`src/rtl/vector3_normalize_defines.svh`:
```
// Assertion macros shared by the vector normalizer RTL.
`ifndef VECTOR3_NORMALIZE_DEFINES_SVH
`define VECTOR3_NORMALIZE_DEFINES_SVH
// Implication checked every clock edge outside reset.
`define V3N_ASSERT_IMP(label, clk, rst, ante, cons) \
   label: assert property (@(posedge clk) disable iff (rst) (ante) |-> (cons)) \
      else $error("assertion failed");
// Next-cycle implication checked outside reset.
`define V3N_ASSERT_NEXT(label, clk, rst, ante, cons) \
   label: assert property (@(posedge clk) disable iff (rst) (ante) |=> (cons)) \
      else $error("assertion failed");
`endif

```
`src/rtl/v3n_div_cell.sv`:
```
// One cell of the divider chain: one quotient bit of each component per cycle while advance is high.
module v3n_div_cell (
   input  logic              clock,
   input  logic              advance,
   input  logic [31:0]       len_in,
   input  logic              deg_in,
   input  logic [50:0]       rx_in, ry_in, rz_in,
   input  logic [17:0]       qx_in, qy_in, qz_in,
   input  logic [2:0]        neg_in,
   output logic [31:0]       len_out,
   output logic              deg_out,
   output logic [50:0]       rx_out, ry_out, rz_out,
   output logic [17:0]       qx_out, qy_out, qz_out,
   output logic [2:0]        neg_out
);
   // Partial remainder sits in the 33-bit window [50:18]; the next numerator
   // bit waits at bit 17 and zeros follow behind it.
   logic [31:0] len_ff;
   logic        deg_ff;
   logic [50:0] rx_ff, ry_ff, rz_ff;
   logic [17:0] qx_ff, qy_ff, qz_ff;
   logic [2:0]  neg_ff;

   function automatic logic [68:0] dstep(input logic [50:0] r, input logic [17:0] q,
                                         input logic [31:0] d);
      logic [33:0] hi;
      logic [50:0] rn;
      logic [17:0] qn;
      hi = {r[50:18], 1'b0} | {33'd0, r[17]};
      rn = {r[49:0], 1'b0};
      qn = {q[16:0], 1'b0};
      if (hi >= {2'b00, d}) begin
         rn[50:18] = hi[32:0] - {1'b0, d};
         qn[0] = 1'b1;
      end else begin
         rn[50:18] = hi[32:0];
      end
      // saturate flag on q overflow into top
      if (q[17]) qn = 18'h3FFFF;
      return {rn, qn};
   endfunction

   logic [68:0] sx, sy, sz;
   always_comb begin
      sx = dstep(rx_in, qx_in, len_in);
      sy = dstep(ry_in, qy_in, len_in);
      sz = dstep(rz_in, qz_in, len_in);
   end

   always_ff @(posedge clock) begin
      if (advance) begin
         len_ff <= len_in;
         deg_ff <= deg_in;
         rx_ff <= sx[68:18]; qx_ff <= sx[17:0];
         ry_ff <= sy[68:18]; qy_ff <= sy[17:0];
         rz_ff <= sz[68:18]; qz_ff <= sz[17:0];
         neg_ff <= neg_in;
      end
   end
   assign len_out = len_ff;
   assign deg_out = deg_ff;
   assign rx_out = rx_ff; assign ry_out = ry_ff; assign rz_out = rz_ff;
   assign qx_out = qx_ff; assign qy_out = qy_ff; assign qz_out = qz_ff;
   assign neg_out = neg_ff;
endmodule

```
`config.mk`:
```
export PLATFORM = sky130hd
export DESIGN_NAME = v3n_div_cell
export DESIGN_NICKNAME = d
export VERILOG_FILES = /design/src/rtl/vector3_normalize_defines.svh /design/src/rtl/v3n_div_cell.sv
export SDC_FILE = /design/constraint.sdc
export NUM_CORES = 1
export LEC_CHECK = 0
export BUFFER_PORTS_ARGS = -buffer_cell sky130_fd_sc_hd__buf_2
export CAP_MARGIN = 20
export CORE_ASPECT_RATIO = 1.75
export CORE_MARGIN = 2
export CORE_UTILIZATION = 25
export CTS_BUF_LIST = sky130_fd_sc_hd__clkbuf_2 sky130_fd_sc_hd__clkbuf_4 sky130_fd_sc_hd__clkbuf_8
export CTS_CLUSTER_SIZE = 16
export DETAILED_ROUTE_END_ITERATION = 12
export PLACE_DENSITY = 0.47
export SLEW_MARGIN = 10
export SYNTH_ARGS = -nofsm -noshare
export SYNTH_HDL_FRONTEND = slang
export SYNTH_SLANG_ARGS = --single-unit
```
`constraint.sdc`:
```
create_clock -name clock -period 5.3 [get_ports clock]
set_input_delay 0.265 -clock clock [delete_from_list [all_inputs] [get_ports clock]]
set_output_delay 0.265 -clock clock [all_outputs]
set_load 0.005 [all_outputs]
```
==> results of run 1 <==
==> routing by layer <==
metal,global-route usage (%),vias up,wire length (microns)
met4,9.17,10,2770
met3,3.79,133,3430
met1,17.9,6189,19600
met2,36.6,484,30300
met5,0,-,71
li1,-,6349,-
==> kinds of logic after synthesis <==
family	share of synthesized area, %
other cells	0.0266
mux	0.541
xor+xnor	5.03
fa+ha+maj	8.93
flops	51.1
compound gates	17.3
simple gates	13.7
buf+inv	3.40
==> area by class of cell <==
cell class,count,share of cell area [%]
well taps,702,4.31
repair buffers,710,23.0
clock buffers,49,3.06
diodes,9,0.111
flip-flops and latches,240,35.4
inverters,68,1.25
clock inverters,27,1.27
multi-input cells,983,31.6
==> power by group through the flow <==
stage / combinational [W] / clock, W / sequential [W]
2_1_floorplan: 0.000693 / 0 / 0.00249
3_3_place_gp: 0.00136 / 0 / 0.00247
3_5_place_dp: 0.00137 / 0 / 0.00247
4_1_cts: 0.00151 / 0.00197 / 0.00243
5_1_grt: 0.00164 / 0.00202 / 0.00245
6_report: 0.00149 / 0.00188 / 0.00243
==> cells in the mapped netlist, types with 4 or more instances <==
library cell / n
nor4_1: 7
a31oi_1: 14
a211oi_1: 8
nor2b_1: 5
nor3_1: 18
and2_1: 5
inv_1: 68
nor2_1: 83
nand3_1: 24
nand4_1: 19
o21a_1: 12
or2_2: 57
nand2b_1: 10
ha_1: 96
o31ai_2: 4
o21ai_0: 81
nand2_1: 147
xnor2_1: 46
a311oi_1: 4
o31ai_1: 6
a21o_1: 48
a21oi_1: 110
clkbuf_1: 35
o21ai_1: 31
o211ai_1: 8
or3_1: 8
buf_2: 12
a31o_2: 5
o21bai_1: 16
edfxtp_1: 240
xor2_1: 35
a21boi_0: 7
and3_1: 12
==> path summary, 6_finish.rpt <==
| kind | slack (ns) | depth (start not counted) | endpoint | start |
|---|---|---|---|---|
| setup / recovery | 1.31 | 16 | rz_out[43] | rz_in[17] |
| hold / removal | 0.05 | 3 | rx_out[43] | rx_in[42] |
==> metrics by stage <==
step | util [%] | hold slack [ns] | worst slack [ns]
final | 36.4 | 0.0489 | 1.31
after global routing | 36.4 | 0.0310 | 1.02
after CTS | 36.4 | 0.000741 | 1.34
after detailed placement | 30.9 | 0.443 | 1.23
after global placement | 30.9 | 0.441 | 1.27
after floorplan | - | 0.364 | 2.35
==> placed cells by master (no fill, tap or decap), drive strengths merged, types with 9 or more instances in the layout <==
| cell type | synthesis | layout |
|---|---|---|
| buf | 16 | 495 |
| and3 | 12 | 12 |
| edfxtp | 240 | 240 |
| ha | 96 | 96 |
| nand4 | 19 | 19 |
| o31ai | 10 | 10 |
| o21a | 12 | 12 |
| o21ai | 112 | 112 |
| clkinv | 0 | 17 |
| clkbuf | 35 | 49 |
| a21oi | 110 | 110 |
| diode | 0 | 9 |
| nor3 | 18 | 18 |
| o21bai | 16 | 16 |
| nand3 | 24 | 24 |
| inv | 68 | 70 |
| xnor2 | 46 | 46 |
| nand2 | 147 | 147 |
| nor2 | 83 | 83 |
| a21o | 48 | 48 |
| a211oi | 9 | 9 |
| or2 | 57 | 57 |
| dlygate4sd3 | 0 | 215 |
| xor2 | 35 | 35 |
| nand2b | 10 | 10 |
| a31oi | 14 | 14 |
==> critical path, delay by kind of cell <==
family	cells	cell delay, ns
buffers and inverters	5	1.19
AND/OR/NAND/NOR	4	1.20
adder cells (fa/ha/maj)	2	0.59
AO/OA/AOI/OAI	5	1.06
==> state kept, by name, indices dropped and copies added (netlist names) <==
register and flops:
rx_out 50, deg_out 1, qy_out 18, neg_out 3, qz_out 18, len_out 32
rz_out 50, qx_out 18, ry_out 50
==> impl_metrics.toml, run 1 <==
[power]
power.density_nw_per_um2 = 285
pwr-share-comb_pct = 25.7
intPower_w = 0.00406
pwr-share-seq_pct = 41.9
p_sw_share_pct = 30.0
power_switching_w = 0.00174
finalPower_w = 0.00580
clkPwrFrac_pct = 32.4
power_leakage_nw = 8.79
irDropWorstVdd_v = 0.000157

[place]
post-dp-hpwl_microns = 44800
io_buffers = 484
gp_congestion = 0.887
place_area_sq_um = 17300
dp_cells = 2488

[cells_and_area]
regArea_sq_um = 7210
syn_to_final_growth_pct = 44.3
fin_area_sq_um = 20400
fillers = 5725
final_cells = 2788
multiInputGateArea_sq_um = 6450
fin_nets = 2388
drive_gt1_share_pct = 30.5

[timing]
finalSetupViolations = 0
relSlewSlack_pct = 36.7
fin_tns_setup_ns = 0
slew_violations = 0
hold_viol = 0
post-route-period-util_pct = 75.3
period_minus_slack_ns = 3.99
worst_pin_slew_ns = 0.949
max_freq_ghz = 0.251
rsz0062_at_grt = "false"

[critical_path]
endpoint_kind = "flop"
crit_fanout = 21
crit_slowest_cell = "nor3b_4"
cp_common_cell = "inv_1"
startpoint_type = "input pin"
slowest_delay_ns = 0.82
worstPathArrival_ns = 4.33
cp.required_ns = 5.64
crit_path_cell_trace = "dlygate4sd3_1 -> buf_2 -> inv_1 -> ha_1 -> inv_1 -> fa_1 -> a211oi_1 -> o21a_1 -> or3b_1 -> a2111oi_2 -> o211a_1 -> o2111ai_1 -> nor3b_4 -> buf_4 -> nand3b_1 -> nand2_1"
critPathKind = "input pin to flop"

[logic_synthesis]
synthCells = 1340
synth.distinct_cells = 66
synth_seq_area_share_pct = 51.1
synthTopCellsByArea = "edfxtp_1 (51%), ha_1 (8.5%), nand2_1 (3.9%), a21oi_1 (3.9%), o21ai_0 (2.9%)"
yosys.area.top_type_share_pct = 51.1
syn_avg_cell_area_sq_um = 10.5
synth_warnings = 0
netlist_area_sq_um = 14100
synth_seq_cells = 240
ys.flop_type = "edfxtp_1"
ys_async_sr_fraction_pct = 0
synth_top_cell_by_area = "edfxtp_1"
synth-edff-count = 240

[floorplanning]
start_util_pct = 25.2
die-area_sq_um = 58500
rows = 115
io_pins = 488
core_area_sq_um = 56000
die_y_microns = 318
die_w_microns = 184

[route]
ant_nets = 0
drt_iter0_drc = 513
via_per_inst = 4.72
drc = 0
wl_per_cell_microns = 20.2
firstDrtPassIters = 5
drt_wl_total_microns = 56200
vias = 13200

[clocking]
clk_pin_slew_ns = 0.06
hold_buffers = 215
numClockSinks = 240
root_buffer = "clkbuf_8"
h-tree-depth = 2
cts_tree = "built"
cts_setup_buffers = 0
cts_resized = 0
cts_buffer_depth = 3
numCtsBuffers = 41

[global_routing]
track_usage_pct = 18.6
gr-total-overflow = 0
grt_pass1_wl_microns = 81500
antenna_found_initial = 14
grt_pass1_vias = 13900
grt_max_degree = 67

[status]
status = "finished, final reports clean"

[hold_path]
hold_class = "input pin to flop"

[flow_run]
cap_violations = 0
Power figures use the tool's default switching activity.
==> run 2, diff against run 1 <==
==> constraint.sdc (replaced) <==
create_clock -name clock -period 4 [get_ports clock]
set_input_delay 0.2 -clock clock [delete_from_list [all_inputs] [get_ports clock]]
set_output_delay 0.2 -clock clock [all_outputs]
set_load 0.005 [all_outputs]
==> run 2 against run 1 <==
Count of clock-buffer cells in the layout up 3; sequential cell count unchanged; critical path depth down 2; sequential power up 33%.
==> impl_metrics.toml, run 2 (synthesized netlist as in run 1, its figures left out) <==
[timing]
max_freq_ghz = 0.268
slew_violations = 0
worst_slack_ns = 0.267
rsz0062_at_grt = "false"
hold_viol = 0
fin_tns_setup_ns = 0
relSlewSlack_pct = 42.9
period_minus_slack_ns = 3.73
worst_pin_slew_ns = 0.849
finalSetupViolations = 0
post-route-period-util_pct = 93.3

[global_routing]
grt_pass1_vias = 13900
gr-total-overflow = 0
antenna_found_initial = 11
grt_pass1_wl_microns = 81500
track_usage_pct = 18.6
grt_max_degree = 78

[cells_and_area]
drive_gt1_share_pct = 30.5
syn_to_final_growth_pct = 45.5
final_common_cell = "buf_2"
regArea_sq_um = 7210
layout_common_cells = "buf_2 (483), edfxtp_1 (240), dlygate4sd3_1 (232), nand2_1 (147), a21oi_1 (110)"
multiInputGateArea_sq_um = 6450
fillers = 5650
fin_nets = 2414

[floorplanning]
core_area_sq_um = 56000
io_pins = 488
rows = 115
die_w_microns = 184
die-area_sq_um = 58500
die_y_microns = 318
start_util_pct = 25.2

[critical_path]
slowest_delay_ns = 0.60
crit_fanout = 25
worstPathArrival_ns = 4.04
critPathKind = "input pin to flop"
cp.required_ns = 4.30
crit_path_cell_trace = "dlygate4sd3_1 -> buf_2 -> ha_1 -> inv_1 -> fa_1 -> a211oi_1 -> o21a_1 -> or3b_1 -> a2111oi_2 -> o211a_1 -> o2111ai_1 -> nor3b_4 -> buf_4 -> o21ai_0"
endpoint_kind = "flop"
startpoint_type = "input pin"
cp_top_family = "compound AO/OA/AOI/OAI gates"
crit_slowest_cell = "nor3b_4"
cp_num_buf_inv = 4

[route]
wl_per_cell_microns = 20.0
drc = 0
drt_iter0_drc = 472
ant_nets = 0
vias = 13200
via_per_inst = 4.68
drt_wl_total_microns = 56300
firstDrtPassIters = 5

[place]
io_buffers = 484
post-dp-hpwl_microns = 44900
place_ws_ns = 0.192
gp_congestion = 0.895

[power]
power.density_nw_per_um2 = 366
finalPower_w = 0.00752
irDropWorstVdd_v = 0.000172
power_leakage_nw = 8.88

[hold_path]
hold_class = "input pin to flop"
hold_end = "ry_out[43]"
worstHoldStart = "ry_in[42]"
worstHoldPathCells = 3

[clocking]
numCtsBuffers = 42
root_buffer = "clkbuf_8"
h-tree-depth = 2
cts_setup_buffers = 0
clk_pin_slew_ns = 0.06
cts_tree = "built"
cts_buffer_depth = 3
numClockSinks = 240

[flow_run]
cap_violations = 0

[status]
status = "finished, final reports clean"
run 2: cell types whose count changed in the layout (fill, tap and decap cells not counted):
cell	before	now
dlygate4sd3_1	215	232
buf_4	10	16
bufinv_16	5	2
buf_12	1	3
clkbuf_8	41	43
clkinv_2	4	6
clkinvlp_4	3	1
inv_6	2	0
clkbuf_4	8	9
clkinv_1	13	12
diode_2	9	8
run 2: worst max-delay path by stage:
stage,start,slack [ns],cells after the start,to
3_3_place_gp,len_in[0],0.20,13,rz_out[28]
2_1_floorplan,rz_in[17],1.12,12,rz_out[19]
5_1_grt,len_in[0],0.08,14,rz_out[20]
3_5_place_dp,len_in[0],0.19,13,rz_out[25]
4_1_cts,len_in[0],0.28,14,rz_out[25]
6_report,len_in[0],0.27,14,rz_out[31]
run 2: report_power, final:
group	leakage, nW	switching, W	internal, W
registers	2.36	0.0000885	0.00313
logic	6.11	0.00109	0.000902
clock network	0.421	0.00110	0.00121
total	8.88	0.00228	0.00524
run 2: per-stage QoR:
step,hold WS (ns),util [%],area (sq um),instances
after floorplan,0.299,-,14100,1342
after global placement,0.377,31.1,17400,2496
after detailed placement,0.378,31.1,17400,2496
after CTS,0.000556,36.7,20500,2801
after global routing,0.0323,36.7,20500,2807
final,0.0674,36.7,20500,2809
run 2: what timing repair did:
item                      in CTS  in global routing
hold buffers                 232                  0
hold endpoints to repair     232                  0
gates resized for setup        0                  0
run 2: layout make-up:
type / count / share of cell area (%)
Sequential cell: 240 / 35.1
Antenna cell: 8 / 0.0974
Inverter: 68 / 1.24
Timing Repair Buffer: 735 / 24.0
Clock buffer: 52 / 3.21
Tap cell: 702 / 4.28
Multi-Input combinational cell: 983 / 31.4
Clock inverter: 21 / 0.694
run 2: worst min-delay path: cells and delay by family:
| family | cells | cell delay, ns |
|---|---|---|
| buffers and inverters | 1 | 0.11 |
| and+or+nand+nor | 1 | 0.09 |
| AOI/OAI and AO/OA | 1 | 0.06 |
run 2: per-layer routing:
metal / share of wire (%) / global-route usage, % / up-vias
met1: 35 / 18.1 / 6116
met3: 6.1 / 3.67 / 124
li1: - / - / 6415
met2: 54 / 36.6 / 494
met5: 0.046 / 0 / -
met4: 4.9 / 9.01 / 4
==> run 3, diff against run 2 <==
--- a/config.mk
+++ b/config.mk
@@ -7,13 +7,12 @@
 export LEC_CHECK = 0
 export BUFFER_PORTS_ARGS = -buffer_cell sky130_fd_sc_hd__buf_2
 export CAP_MARGIN = 20
-export CORE_ASPECT_RATIO = 1.75
-export CORE_MARGIN = 2
-export CORE_UTILIZATION = 25
+export CORE_AREA = 2 2 191 193
 export CTS_BUF_LIST = sky130_fd_sc_hd__clkbuf_2 sky130_fd_sc_hd__clkbuf_4 sky130_fd_sc_hd__clkbuf_8
 export CTS_CLUSTER_SIZE = 16
 export DETAILED_ROUTE_END_ITERATION = 12
-export PLACE_DENSITY = 0.47
+export DIE_AREA = 0 0 193 195
+export PLACE_DENSITY = 0.69
 export SLEW_MARGIN = 10
 export SYNTH_ARGS = -nofsm -noshare
 export SYNTH_HDL_FRONTEND = slang
==> constraint.sdc (replaced) <==
create_clock -name clock -period 3.2 [get_ports clock]
set_input_delay 0.16 -clock clock [delete_from_list [all_inputs] [get_ports clock]]
set_output_delay 0.16 -clock clock [all_outputs]
set_load 0.005 [all_outputs]
==> run 3 against run 2 <==
Final cell count shrank 4.9%; largest power group unchanged; critical endpoint is now rx_out[35]; utilization up 24 points; via count up 6.3%; critical path depth is 1 lower; hold slack got worse by 0.050 ns; critical path type unchanged.
==> impl_metrics.toml, run 3 (synthesized netlist as in run 1, its figures left out) <==
[power]
pwr-share-comb_pct = 27.8
clkPwrFrac_pct = 30.8
power_switching_w = 0.00290
power_leakage_nw = 9.42
pwr-share-seq_pct = 41.4
intPower_w = 0.00683
irDropWorstVdd_v = 0.000438
p_sw_share_pct = 29.8
power.density_nw_per_um2 = 454

[status]
status = "finished, final reports clean"

[timing]
whs_ns = 0.0172
rsz0062_at_grt = "true"
max_freq_ghz = 0.317
finalSetupViolations = 0
period_minus_slack_ns = 3.15
worst_slack_ns = 0.0464
worst_pin_slew_ns = 0.744
slew_violations = 0
relSlewSlack_pct = 50.4
hold_viol = 0
post-route-period-util_pct = 98.6

[clocking]
numClockSinks = 240
cts_tree = "built"
cts_buffer_depth = 3
root_buffer = "clkbuf_8"
numCtsBuffers = 43
h-tree-depth = 2
clk_pin_slew_ns = 0.06

[flow_run]
cap_violations = 0

[route]
drt_wl_total_microns = 53600
drc = 0
ant_nets = 0
wl_per_cell_microns = 20.1
vias = 14000
drt_iter0_drc = 766
via_per_inst = 5.24
firstDrtPassIters = 5

[cells_and_area]
fillers = 2876
fin_nets = 2514
drive_gt1_share_pct = 35.5
final_common_cell = "buf_2"
syn_to_final_growth_pct = 51.7
post-route-util_pct = 60.5
final_cells = 2671
layout_common_cells = "buf_2 (478), edfxtp_1 (240), dlygate4sd3_1 (235), nand2_1 (147), buf_4 (108)"

[critical_path]
startpoint_type = "input pin"
crit_fanout = 7
crit_path_cell_trace = "dlygate4sd3_1 -> buf_2 -> inv_1 -> ha_1 -> o21ai_1 -> o21ai_0 -> o211ai_1 -> a31oi_4 -> o211ai_1 -> a31oi_2 -> nor4b_4 -> buf_12 -> mux2_1"
slowest_delay_ns = 0.55
worstPathArrival_ns = 3.50
cp.required_ns = 3.55
crit_slowest_cell = "dlygate4sd3_1"
endpoint_kind = "flop"
cp_common_cell = "o211ai_1"
critPathKind = "input pin to flop"

[place]
post-dp-hpwl_microns = 39200
io_buffers = 484
gp_congestion = 0.951
place_ws_ns = -0.134
dp_cells = 2338

[floorplanning]
die_w_microns = 193
io_pins = 488
rows = 69
start_util_pct = 39.9
die-area_sq_um = 37600
die_y_microns = 195
core_area_sq_um = 35400

[global_routing]
grt_pass1_wl_microns = 77800
gr-total-overflow = 0
grt_pass1_vias = 14400
grt_max_degree = 95
track_usage_pct = 27.2
antenna_found_initial = 6

[hold_path]
hold_class = "input pin to flop"
## run 3: changes by cell type in the layout (fill, tap and decap cells not counted), sizes merged
cell,before,now
bufinv,2,3
buf,503,595
diode,8,6
clkinv,18,19
clkbuf,52,55
dlygate4sd3,232,235
inv,68,65
clkinvlp,1,7
dlymetal6s4s,0,2
## run 3: worst paths after layout
kind	start	to	slack, ns	depth (start not counted)
worst max-delay path	len_in[8]	rx_out[35]	0.05	13
worst min-delay path	rx_in[17]	rx_out[18]	0.02	3
## run 3: critical path, delay by kind of cell
| kind | cells | cell delay (ns) |
|---|---|---|
| buffers and inverters | 4 | 1.09 |
| AO/OA/AOI/OAI | 6 | 1.09 |
| AND/OR/NAND/NOR | 1 | 0.43 |
| adder cells (fa/ha/maj) | 1 | 0.38 |
| multiplexers | 1 | 0.33 |
## run 3: final cells by class
type	count	area (sq um)	share of cell area [%]
flip-flops and latches	240	7210	33.7
multi-input cells	983	6680	31.2
repair buffers	834	5800	27.1
clock buffers	53	673	3.14
well taps	461	577	2.69
inverters	68	270	1.26
clock inverters	26	200	0.935
diodes	6	15.0	0.0701
## run 3: metrics by stage
stage	power, W	cell area (sq um)	setup TNS (ns)
floorplan	0.00527	14100	0
global placement	0.00638	17800	-0.836
detailed placement	0.00641	17800	-4.08
CTS	0.00966	21000	0
global route	0.0102	21400	-0.308
finish	0.00973	21400	0
## run 3: what timing repair did
item,4_1_cts,5_1_grt
hold buffers,237,0
buffers inserted,0,11
setup endpoints to repair,0,87
resized for setup,0,64
hold endpoints to repair,237,0
## run 3: per-layer routing
layer	wire, microns	share of wire (%)	track usage (%)	vias to the layer above
met1	19800	37	29.0	6634
met4	2890	5.4	15.5	0
met5	0	0	0	-
li1	-	-	-	6618
met2	27400	51	49.5	573
met3	3610	6.7	5.46	158
## run 3: power by group through the flow
| stage | sequential, W | clock [W] | combinational, W |
|---|---|---|---|
| floorplan | 0.00412 | 0 | 0.00115 |
| global placement | 0.00408 | 0 | 0.00230 |
| detailed placement | 0.00408 | 0 | 0.00234 |
| CTS | 0.00402 | 0.00306 | 0.00258 |
| global route | 0.00405 | 0.00320 | 0.00293 |
| finish | 0.00403 | 0.00300 | 0.00270 |
